<file path="src/rtl/gpti_pkg.sv">
`timescale 1ns / 1ps
// ---------------------------------------------------------------------------
// gpti_pkg
// Shared types and constants of the grid plane triangle index generator.
// ---------------------------------------------------------------------------
package gpti_pkg;

	localparam int unsigned CFG_W        = 9;   // width of a side register
	localparam int unsigned IDX_W        = 17;  // width of a vertex index
	localparam int unsigned DEF_MAX_SIDE = 256;
	localparam int unsigned QUEUE_DEPTH  = 2;
	localparam int unsigned CORNERS      = 6;   // indices per grid copy of one cell
	localparam int unsigned STEP_W       = $clog2(2 * CORNERS);

	localparam logic [CFG_W-1:0] X_SIZE_RESET    = CFG_W'(2);
	localparam logic [CFG_W-1:0] Z_SIZE_RESET    = CFG_W'(2);
	localparam logic             TWO_SIDED_RESET = 1'b0;

	typedef enum logic [1:0] {
		REG_X_SIZE    = 2'd0,
		REG_Z_SIZE    = 2'd1,
		REG_TWO_SIDED = 2'd2
	} cfg_reg_t;

	// One cell command: corner a, corner c, back copy offset and flags
	typedef struct packed {
		logic [IDX_W-1:0] a;
		logic [IDX_W-1:0] c;
		logic [IDX_W-1:0] off;
		logic             two_sided;
		logic             last_mesh;
	} cell_cmd_t;

	typedef struct packed {
		logic can_push;
		logic has_data;
	} q_status_t;

endpackage

</file>
<file path="src/rtl/gpti_queue.sv">
`timescale 1ns / 1ps
// ---------------------------------------------------------------------------
// gpti_queue
// Short register queue of cell commands between the front and the back.
// ---------------------------------------------------------------------------
module gpti_queue import gpti_pkg::*; (
	input  logic      clk,
	input  logic      arst_n,
	input  logic      push,
	input  cell_cmd_t push_cmd,
	input  logic      pop,
	output cell_cmd_t head_cmd,
	output q_status_t status
);

	localparam int unsigned PTR_W = (QUEUE_DEPTH > 1) ? $clog2(QUEUE_DEPTH) : 1;
	localparam int unsigned CNT_W = $clog2(QUEUE_DEPTH + 1);

	cell_cmd_t        entry_q [QUEUE_DEPTH];
	logic [PTR_W-1:0] wr_ptr_q;
	logic [PTR_W-1:0] rd_ptr_q;
	logic [CNT_W-1:0] count_q;

	function automatic logic [PTR_W-1:0] ptr_next(input logic [PTR_W-1:0] p);
		ptr_next = (p == PTR_W'(QUEUE_DEPTH - 1)) ? '0 : p + PTR_W'(1);
	endfunction

	always_ff @(posedge clk) begin
		if (push) begin
			entry_q[wr_ptr_q] <= push_cmd;
		end
	end

	always_ff @(posedge clk or negedge arst_n) begin
		if (!arst_n) begin
			wr_ptr_q <= '0;
			rd_ptr_q <= '0;
			count_q  <= '0;
		end else begin
			if (push) begin
				wr_ptr_q <= ptr_next(wr_ptr_q);
			end
			if (pop) begin
				rd_ptr_q <= ptr_next(rd_ptr_q);
			end
			if (push && !pop) begin
				count_q <= count_q + CNT_W'(1);
			end else if (pop && !push) begin
				count_q <= count_q - CNT_W'(1);
			end
		end
	end

	assign head_cmd        = entry_q[rd_ptr_q];
	assign status.can_push = (count_q != CNT_W'(QUEUE_DEPTH));
	assign status.has_data = (count_q != '0);

	a_no_overflow: assert property (@(posedge clk) disable iff (!arst_n)
		push |-> status.can_push)
		else $error("push into a full queue");
	a_no_underflow: assert property (@(posedge clk) disable iff (!arst_n)
		pop |-> status.has_data)
		else $error("pop from an empty queue");
	a_count_range: assert property (@(posedge clk) disable iff (!arst_n)
		count_q <= CNT_W'(QUEUE_DEPTH))
		else $error("queue count out of range");

endmodule

</file>
<file path="src/rtl/gpti_front.sv">
`timescale 1ns / 1ps
// ---------------------------------------------------------------------------
// gpti_front
// Accepts requests, walks the cell position and issues one command per cell.
// ---------------------------------------------------------------------------
module gpti_front import gpti_pkg::*; #(
	parameter int unsigned MAX_SIDE = DEF_MAX_SIDE
) (
	input  logic             clk,
	input  logic             arst_n,
	input  logic [CFG_W-1:0] x_size,
	input  logic [CFG_W-1:0] z_size,
	input  logic             two_sided,
	input  logic             accept,
	input  logic             restart,
	output logic             push,
	output cell_cmd_t        push_cmd
);

	localparam int unsigned CW    = $clog2(MAX_SIDE);
	localparam int unsigned CMP_W = ((CW > CFG_W) ? CW : CFG_W) + 1;
	localparam int unsigned CLAMP = (MAX_SIDE < (1 << CFG_W)) ? MAX_SIDE : (1 << CFG_W) - 1;

	logic [CW-1:0]    cell_x_q;
	logic [CW-1:0]    cell_z_q;
	logic [IDX_W-1:0] row_base_q;
	logic             mesh_done_q;

	logic [CFG_W-1:0] xs, zs;
	logic [CMP_W-1:0] xs_m1, zs_m1, xs_m2, zs_m2;
	logic [CMP_W-1:0] cx_e, cz_e, cz_inc_e, cx_inc_e;
	logic [CW-1:0]    cx, cz;
	logic [IDX_W-1:0] rb;
	logic             done, no_cells, out_of_grid, emit, row_end;
	logic [2*CFG_W-1:0] area;

	assign xs = (x_size > CFG_W'(CLAMP)) ? CFG_W'(CLAMP) : x_size;
	assign zs = (z_size > CFG_W'(CLAMP)) ? CFG_W'(CLAMP) : z_size;

	// restart takes effect before this request is classified
	assign cx   = restart ? '0 : cell_x_q;
	assign cz   = restart ? '0 : cell_z_q;
	assign rb   = restart ? '0 : row_base_q;
	assign done = restart ? 1'b0 : mesh_done_q;

	assign xs_m1    = CMP_W'(xs) - CMP_W'(1);
	assign zs_m1    = CMP_W'(zs) - CMP_W'(1);
	assign xs_m2    = CMP_W'(xs) - CMP_W'(2);
	assign zs_m2    = CMP_W'(zs) - CMP_W'(2);
	assign cx_e     = CMP_W'(cx);
	assign cz_e     = CMP_W'(cz);
	assign cx_inc_e = cx_e + CMP_W'(1);
	assign cz_inc_e = cz_e + CMP_W'(1);

	assign no_cells    = (xs < CFG_W'(2)) || (zs < CFG_W'(2));
	assign out_of_grid = (cx_e >= xs_m1) || (cz_e >= zs_m1);
	assign emit        = !done && !no_cells && !out_of_grid;
	assign row_end     = (cz_inc_e >= zs_m1);

	assign area = CFG_W'(xs) * CFG_W'(zs);

	assign push               = accept && emit;
	assign push_cmd.a         = rb + IDX_W'(cz);
	assign push_cmd.c         = rb + IDX_W'(zs) + IDX_W'(cz);
	assign push_cmd.off       = IDX_W'(area);
	assign push_cmd.two_sided = two_sided;
	assign push_cmd.last_mesh = (cx_e == xs_m2) && (cz_e == zs_m2);

	always_ff @(posedge clk or negedge arst_n) begin
		if (!arst_n) begin
			cell_x_q    <= '0;
			cell_z_q    <= '0;
			row_base_q  <= '0;
			mesh_done_q <= 1'b0;
		end else if (accept) begin
			cell_x_q    <= cx;
			cell_z_q    <= cz;
			row_base_q  <= rb;
			mesh_done_q <= done;
			if (!done && !no_cells) begin
				if (out_of_grid) begin
					mesh_done_q <= 1'b1;
				end else if (row_end) begin
					// advance to the next row of cells
					cell_z_q    <= '0;
					cell_x_q    <= cx + CW'(1);
					row_base_q  <= rb + IDX_W'(zs);
					mesh_done_q <= (cx_inc_e >= xs_m1);
				end else begin
					cell_z_q <= cz + CW'(1);
				end
			end
		end
	end

	a_emit_in_grid: assert property (@(posedge clk) disable iff (!arst_n)
		push |-> (cx_e < xs_m1) && (cz_e < zs_m1) && !no_cells)
		else $error("command issued for a cell outside the grid");
	a_done_stays: assert property (@(posedge clk) disable iff (!arst_n)
		(mesh_done_q && !(accept && restart)) |=> mesh_done_q)
		else $error("mesh done cleared without restart");
	a_no_push_when_done: assert property (@(posedge clk) disable iff (!arst_n)
		push |-> (!mesh_done_q || restart))
		else $error("command issued after the mesh closed");

endmodule

</file>
<file path="src/rtl/gpti_back.sv">
`timescale 1ns / 1ps
// ---------------------------------------------------------------------------
// gpti_back
// Expands one cell command into its corner indices, one per cycle while the output is not stalled.
// ---------------------------------------------------------------------------
module gpti_back import gpti_pkg::*; (
	input  logic             clk,
	input  logic             arst_n,
	input  cell_cmd_t        head_cmd,
	input  q_status_t        q_status,
	output logic             pop,
	output logic             out_valid,
	input  logic             out_stall,
	output logic [IDX_W-1:0] vertex_index,
	output logic             last_of_cell,
	output logic             last_of_mesh
);

	localparam int unsigned CRN_W = $clog2(CORNERS);

	// corner pattern: front (a,b,c) (c,b,d), back (a,c,b) (c,d,b); bit k = corner k
	localparam logic [CORNERS-1:0] FRONT_USE_C = 6'b101100;
	localparam logic [CORNERS-1:0] FRONT_INC   = 6'b110010;
	localparam logic [CORNERS-1:0] BACK_USE_C  = 6'b011010;
	localparam logic [CORNERS-1:0] BACK_INC    = 6'b110100;

	logic [STEP_W-1:0] step_q;
	logic              out_valid_q;
	logic [IDX_W-1:0]  vertex_index_q;
	logic              last_of_cell_q;
	logic              last_of_mesh_q;

	logic              load, advance, back_side, use_c, inc, last_step;
	logic [STEP_W-1:0] last_idx;
	logic [CRN_W-1:0]  corner;
	logic [IDX_W-1:0]  index_nxt;

	assign load    = !out_valid_q || !out_stall;
	assign advance = q_status.has_data && load;

	assign last_idx  = head_cmd.two_sided ? STEP_W'(2 * CORNERS - 1) : STEP_W'(CORNERS - 1);
	assign last_step = (step_q == last_idx);
	assign back_side = (step_q >= STEP_W'(CORNERS));
	assign corner    = back_side ? CRN_W'(step_q - STEP_W'(CORNERS)) : CRN_W'(step_q);
	assign use_c     = back_side ? BACK_USE_C[corner] : FRONT_USE_C[corner];
	assign inc       = back_side ? BACK_INC[corner] : FRONT_INC[corner];

	assign index_nxt = (use_c ? head_cmd.c : head_cmd.a) + IDX_W'(inc)
		+ (back_side ? head_cmd.off : '0);

	assign pop = advance && last_step;

	always_ff @(posedge clk) begin
		if (advance) begin
			vertex_index_q <= index_nxt;
			last_of_cell_q <= last_step;
			last_of_mesh_q <= last_step && head_cmd.last_mesh;
		end
	end

	always_ff @(posedge clk or negedge arst_n) begin
		if (!arst_n) begin
			step_q      <= '0;
			out_valid_q <= 1'b0;
		end else begin
			if (load) begin
				out_valid_q <= q_status.has_data;
			end
			if (advance) begin
				step_q <= last_step ? '0 : step_q + STEP_W'(1);
			end
		end
	end

	assign out_valid    = out_valid_q;
	assign vertex_index = vertex_index_q;
	assign last_of_cell = last_of_cell_q;
	assign last_of_mesh = last_of_mesh_q;

	a_step_range: assert property (@(posedge clk) disable iff (!arst_n)
		step_q <= STEP_W'(2 * CORNERS - 1))
		else $error("corner step out of range");
	a_mid_cell_has_cmd: assert property (@(posedge clk) disable iff (!arst_n)
		(step_q != '0) |-> q_status.has_data)
		else $error("cell command lost mid-expansion");
	a_mesh_implies_cell: assert property (@(posedge clk) disable iff (!arst_n)
		(out_valid && last_of_mesh) |-> last_of_cell)
		else $error("mesh end flagged off a cell end");

endmodule

</file>
<file path="src/rtl/grid_plane_triangle_index_gen_unit.sv">
`timescale 1ns / 1ps
// ---------------------------------------------------------------------------
// grid_plane_triangle_index_gen_unit
// Emits triangle corner indices of a regular vertex grid, one cell a request.
// ---------------------------------------------------------------------------
// channel  | handshake            | payload
// ---------+----------------------+-------------------------------------------
// in       | in_valid / in_stall  | restart
// out      | out_valid / out_stall| vertex_index, last_of_cell, last_of_mesh
// cfg      | cfg_valid / cfg_ready| cfg_index, cfg_data
//
// A cell gives 6 indices, or 12 when two-sided, one per cycle from the
// expansion sequencer while the output is not stalled.
// A request is taken whenever the two-entry command queue has room; the first
// index of a cell passes through the queue entry and then the output register.
// Reset clears the cell position, queue and output valid flag; no sweep follows.
// A request that causes no indices is absorbed in its accept cycle.
// ---------------------------------------------------------------------------
module grid_plane_triangle_index_gen_unit import gpti_pkg::*; #(
	parameter int unsigned MAX_SIDE = DEF_MAX_SIDE
) (
	input  logic             clk,
	input  logic             arst_n,
	input  logic             in_valid,
	output logic             in_stall,
	input  logic             restart,
	output logic             out_valid,
	input  logic             out_stall,
	output logic [IDX_W-1:0] vertex_index,
	output logic             last_of_cell,
	output logic             last_of_mesh,
	input  logic             cfg_valid,
	output logic             cfg_ready,
	input  logic [1:0]       cfg_index,
	input  logic [CFG_W-1:0] cfg_data
);

	logic [CFG_W-1:0] x_size_q;
	logic [CFG_W-1:0] z_size_q;
	logic             two_sided_q;

	logic      accept, push, pop;
	cell_cmd_t push_cmd, head_cmd;
	q_status_t q_status;

	assign cfg_ready = 1'b1;

	always_ff @(posedge clk or negedge arst_n) begin
		if (!arst_n) begin
			x_size_q    <= X_SIZE_RESET;
			z_size_q    <= Z_SIZE_RESET;
			two_sided_q <= TWO_SIDED_RESET;
		end else if (cfg_valid && cfg_ready) begin
			unique case (cfg_index)
				REG_X_SIZE:    x_size_q    <= cfg_data;
				REG_Z_SIZE:    z_size_q    <= cfg_data;
				REG_TWO_SIDED: two_sided_q <= cfg_data[0];
				default: ;
			endcase
		end
	end

	assign in_stall = !q_status.can_push;
	assign accept   = in_valid && !in_stall;

	gpti_front #(
		.MAX_SIDE (MAX_SIDE)
	) u_front (
		.clk       (clk),
		.arst_n    (arst_n),
		.x_size    (x_size_q),
		.z_size    (z_size_q),
		.two_sided (two_sided_q),
		.accept    (accept),
		.restart   (restart),
		.push      (push),
		.push_cmd  (push_cmd)
	);

	gpti_queue u_queue (
		.clk      (clk),
		.arst_n   (arst_n),
		.push     (push),
		.push_cmd (push_cmd),
		.pop      (pop),
		.head_cmd (head_cmd),
		.status   (q_status)
	);

	gpti_back u_back (
		.clk          (clk),
		.arst_n       (arst_n),
		.head_cmd     (head_cmd),
		.q_status     (q_status),
		.pop          (pop),
		.out_valid    (out_valid),
		.out_stall    (out_stall),
		.vertex_index (vertex_index),
		.last_of_cell (last_of_cell),
		.last_of_mesh (last_of_mesh)
	);

endmodule

</file>
<file path="config.mk">
export PLATFORM = sky130hd
export DESIGN_NAME = grid_plane_triangle_index_gen_unit
export DESIGN_NICKNAME = d
export VERILOG_FILES = /design/src/rtl/gpti_pkg.sv /design/src/rtl/gpti_queue.sv /design/src/rtl/gpti_front.sv /design/src/rtl/gpti_back.sv /design/src/rtl/grid_plane_triangle_index_gen_unit.sv
export SDC_FILE = /design/constraint.sdc
export NUM_CORES = 1
export LEC_CHECK = 0
export BUFFER_PORTS_ARGS = -buffer_cell sky130_fd_sc_hd__buf_2
export CORE_UTILIZATION = 40
export DETAILED_ROUTE_END_ITERATION = 10
export PLACE_DENSITY = 0.58
export SYNTH_ARGS = -nofsm -noshare
export SYNTH_HDL_FRONTEND = slang
export SYNTH_SLANG_ARGS = --single-unit
</file>
<file path="constraint.sdc">
create_clock -name clk -period 5.8 [get_ports clk]
set_clock_uncertainty 0.15 [all_clocks]
set_input_delay 0.58 -clock clk [delete_from_list [all_inputs] [get_ports clk]]
set_output_delay 0.58 -clock clk [all_outputs]
set_load 0.05 [all_outputs]
</file>
==> impl_metrics.yaml <==
run_status:
  outcome: "completed"
finish:
  area_delta_synth_final_pct: 10.3
  antenna_cells: 0
  seqCellArea_um2: 5310
  postLayoutCellArea_um2: 15400
  final_common_cell: "nor2_1"
  nNetsFinal: 1606
  drive_gt1_frac: 0.108
  final_cell_mix: "nor2_1, inv_1, edfxtp_1, ha_1, nand2_1"
  final-instance-count-excl-fill: 1881
  fillers: 3269
  multi_input_area_um2: 7970
  fin_util: 0.446
place:
  dp_hpwl_mm: 25.5
  pre_cts_slack_ns: 0.549
  place_area_um2: 14800
  port-buffer-count: 37
  place_inst: 1848
  gp_congestion: 0.864
critical_path:
  cp-end-kind: "register"
  required_ns: 5.84
  cp_common_cell: "inv_1"
  crit_slowest_cell: "fa_1"
  path_cells: "inv_1, nand2_1, inv_1, nand2_1, fa_1, inv_1, fa_1, ha_1, inv_1, fa_1, inv_1, ha_1, nor2b_1, o21ai_0, a21boi_0, o21ai_0, nand2b_1, a31oi_1, o21ai_0, xnor2_1"
  max_stage_delay_ns: 0.52
  cp-start-kind: "register"
  critical_path_class: "register to register"
  crit_path_max_fanout: 13
  worstPathArrival_ns: 5.35
drt:
  viasPerCell: 5.26
  dr.pass1.iters: 5
  top_layer_used: "met4"
  wl_per_cell_um: 17.3
  antenna_left: 0
  drc_errors: 0
  wl_met2_mm: 14.9
  dr_wl_met3_um: 980
  drt_wl_total_mm: 32.5
  num_vias: 9903
  drt_iter0_drc: 609
  m1WireLength_mm: 15.5
logic_synthesis:
  synth_top_flop_cell: "edfxtp_1"
  synth_cell_types: 75
  synth_compound_area_frac: 0.114
  synth_edf_count: 125
  synthCells: 1373
  async_reset_ff_frac: 0.332
  synthMuxAreaShare: 0.0594
  ys_ff_latch: 187
  synth_top_family_by_area: "adder cells"
  netlist_area_um2: 13900
  ys_warn_count: 0
  ys_seq_area_frac: 0.381
  syn_nets: 1566
  synth_xor_area_frac: 0.0666
  synth-adder-area-share: 0.187
  yosys.area_share.simple: 0.144
  avgSynthCellArea_um2: 10.2
sta:
  slew_headroom: 0.342
  fmax_mhz: 188
  fin_ws_ns: 0.492
  rsz0062_at_grt: "false"
  post-route-min-period_ns: 5.31
  tightest_slew_ns: 0.985
  finalSetupViolCount: 0
  fin_crit_sh: 0.915
  final_hold_viol_count: 0
  final_max_slew_viol_count: 0
power_and_ir_drop:
  vdd_drop_max_v: 0.000339
  p_leak_nw: 6.60
  power_density_nw_per_um2: 462
clock_tree:
  ctsHtreeMaxLevel: 4
  cts_buffers: 17
  clk_path_buf_depth: 2
  cts.root.buffer_cell: "clkbuf_16"
  path_clk_slew_ns: 0.08
  insertion_delay_ns: 0.45
  cts_tree: "yes"
  cts_sinks: 187
  cts_setup_buffers: 0
min_path:
  hold_class: "input port to register"
global_routing:
  grt_pass1_wl_mm: 53.1
  track_usage: 0.191
  grt_max_degree: 54
  grt_overflow: 0
  grt_pass1_vias: 10059
  antenna_found_initial: 0
floorplan:
  die_x_um: 189
  chipHeight_um: 189
  ioPinCount: 39
  rows: 68
  die_area_um2: 35600
  initial_core_util: 0.405
  coreArea_um2: 34500
run:
  cap_violations: 0
## synthesized netlist by cell type (all sizes together), types with 17 or more instances
| cell type | instances | area share |
|---|---|---|
| xor2 | 26 | 0.016 |
| nor2 | 143 | 0.038 |
| a21o | 17 | 0.0092 |
| ha | 122 | 0.11 |
| nand3 | 52 | 0.019 |
| a21oi | 50 | 0.018 |
| mux4 | 17 | 0.027 |
| fa | 54 | 0.078 |
| mux2 | 20 | 0.016 |
| inv | 130 | 0.035 |
| dfrtp | 60 | 0.11 |
| nor2b | 40 | 0.018 |
| nand2 | 103 | 0.028 |
| nand2b | 17 | 0.0076 |
| mux2i | 22 | 0.016 |
| edfxtp | 125 | 0.27 |
| clkbuf | 39 | 0.010 |
| nor3 | 19 | 0.0068 |
| o21ai | 66 | 0.024 |
| o21a | 18 | 0.0097 |
| xnor2 | 80 | 0.050 |
## cell families after synthesis
logic type,count (synthesis)
buf+inv,180
xor+xnor,106
compound gates,237
other cells,1
flops,187
fa+ha+maj,176
mux,59
simple gates,427
## layout make-up
| class | count | share of cell area |
|---|---|---|
| Clock buffer | 17 | 0.0277 |
| Inverter | 132 | 0.0322 |
| Sequential cell | 187 | 0.345 |
| Multi-Input combinational cell | 1006 | 0.518 |
| Timing Repair Buffer | 69 | 0.0286 |
| Clock inverter | 15 | 0.0112 |
| Tap cell | 455 | 0.0370 |
## report_power, final
part,switching (mW),internal (mW)
registers,0.214,2.01
clock network,0.574,0.616
logic,2.23,1.46
## path summary, 6_finish.rpt
kind,startpoint,cells after the start,to,slack (ns)
worst max-delay path,z_size_q[8]$_DFFE_PN0P_,20,u_queue.entry_q[0][18]$_DFFE_PP_,0.49
worst min-delay path,out_stall,3,u_back.out_valid$_DFFE_PN0N_,0.20
worst max register to register,z_size_q[8]$_DFFE_PN0P_,20,u_queue.entry_q[0][18]$_DFFE_PP_,0.49
worst min register to register,u_front.row_base_q[7]$_DFFE_PN0P_,2,u_front.row_base_q[7]$_DFFE_PN0P_,0.34
max in group asynchronous,arst_n,3,x_size_q[4]$_DFFE_PN0P_,3.99
min in group asynchronous,arst_n,2,u_front.row_base_q[1]$_DFFE_PN0P_,0.45
## critical path: cells and delay by family (launching register included)
family	cells	cell delay (ns)
adders and majority gates	5	1.92
AOI/OAI and AO/OA	5	0.94
and+or+nand+nor	4	0.80
buffers and inverters	5	0.70
DFF	1	0.39
xor gates and xnor gates	1	0.15
## layer usage
metal,track usage,vias up
met5,0,-
met4,0.0797,0
met3,0.0250,42
met2,0.309,183
met1,0.257,4776
li1,-,4902
## metrics by stage
step | TNS (ns) | hold slack (ns) | power, mW
final | 0 | 0.204 | 7.11
after global routing | 0 | 0.208 | 7.68
after CTS | 0 | 0.183 | 7.18
after detailed placement | 0 | 0.327 | 5.96
after global placement | 0 | 0.323 | 5.90
after floorplan | -24.94 | 0.134 | 5.04
## state kept, by name, indices dropped and copies added, names as in the netlist, 2 cells and up
register and cells:
z_size_q 9, u_queue.count_q 2, u_front.cell_x_q 8, x_size_q 9, u_back.vertex_index 17, u_front.row_base_q 17
u_queue.entry_q 106, u_back.step_q 4, u_front.cell_z_q 8
## repair_timing
action | in CTS | in global routing
hold endpoints to repair | 11 | 0
hold buffers | 1 | 0
gates resized for setup | 0 | 0
Power figures use the tool's default switching activity.
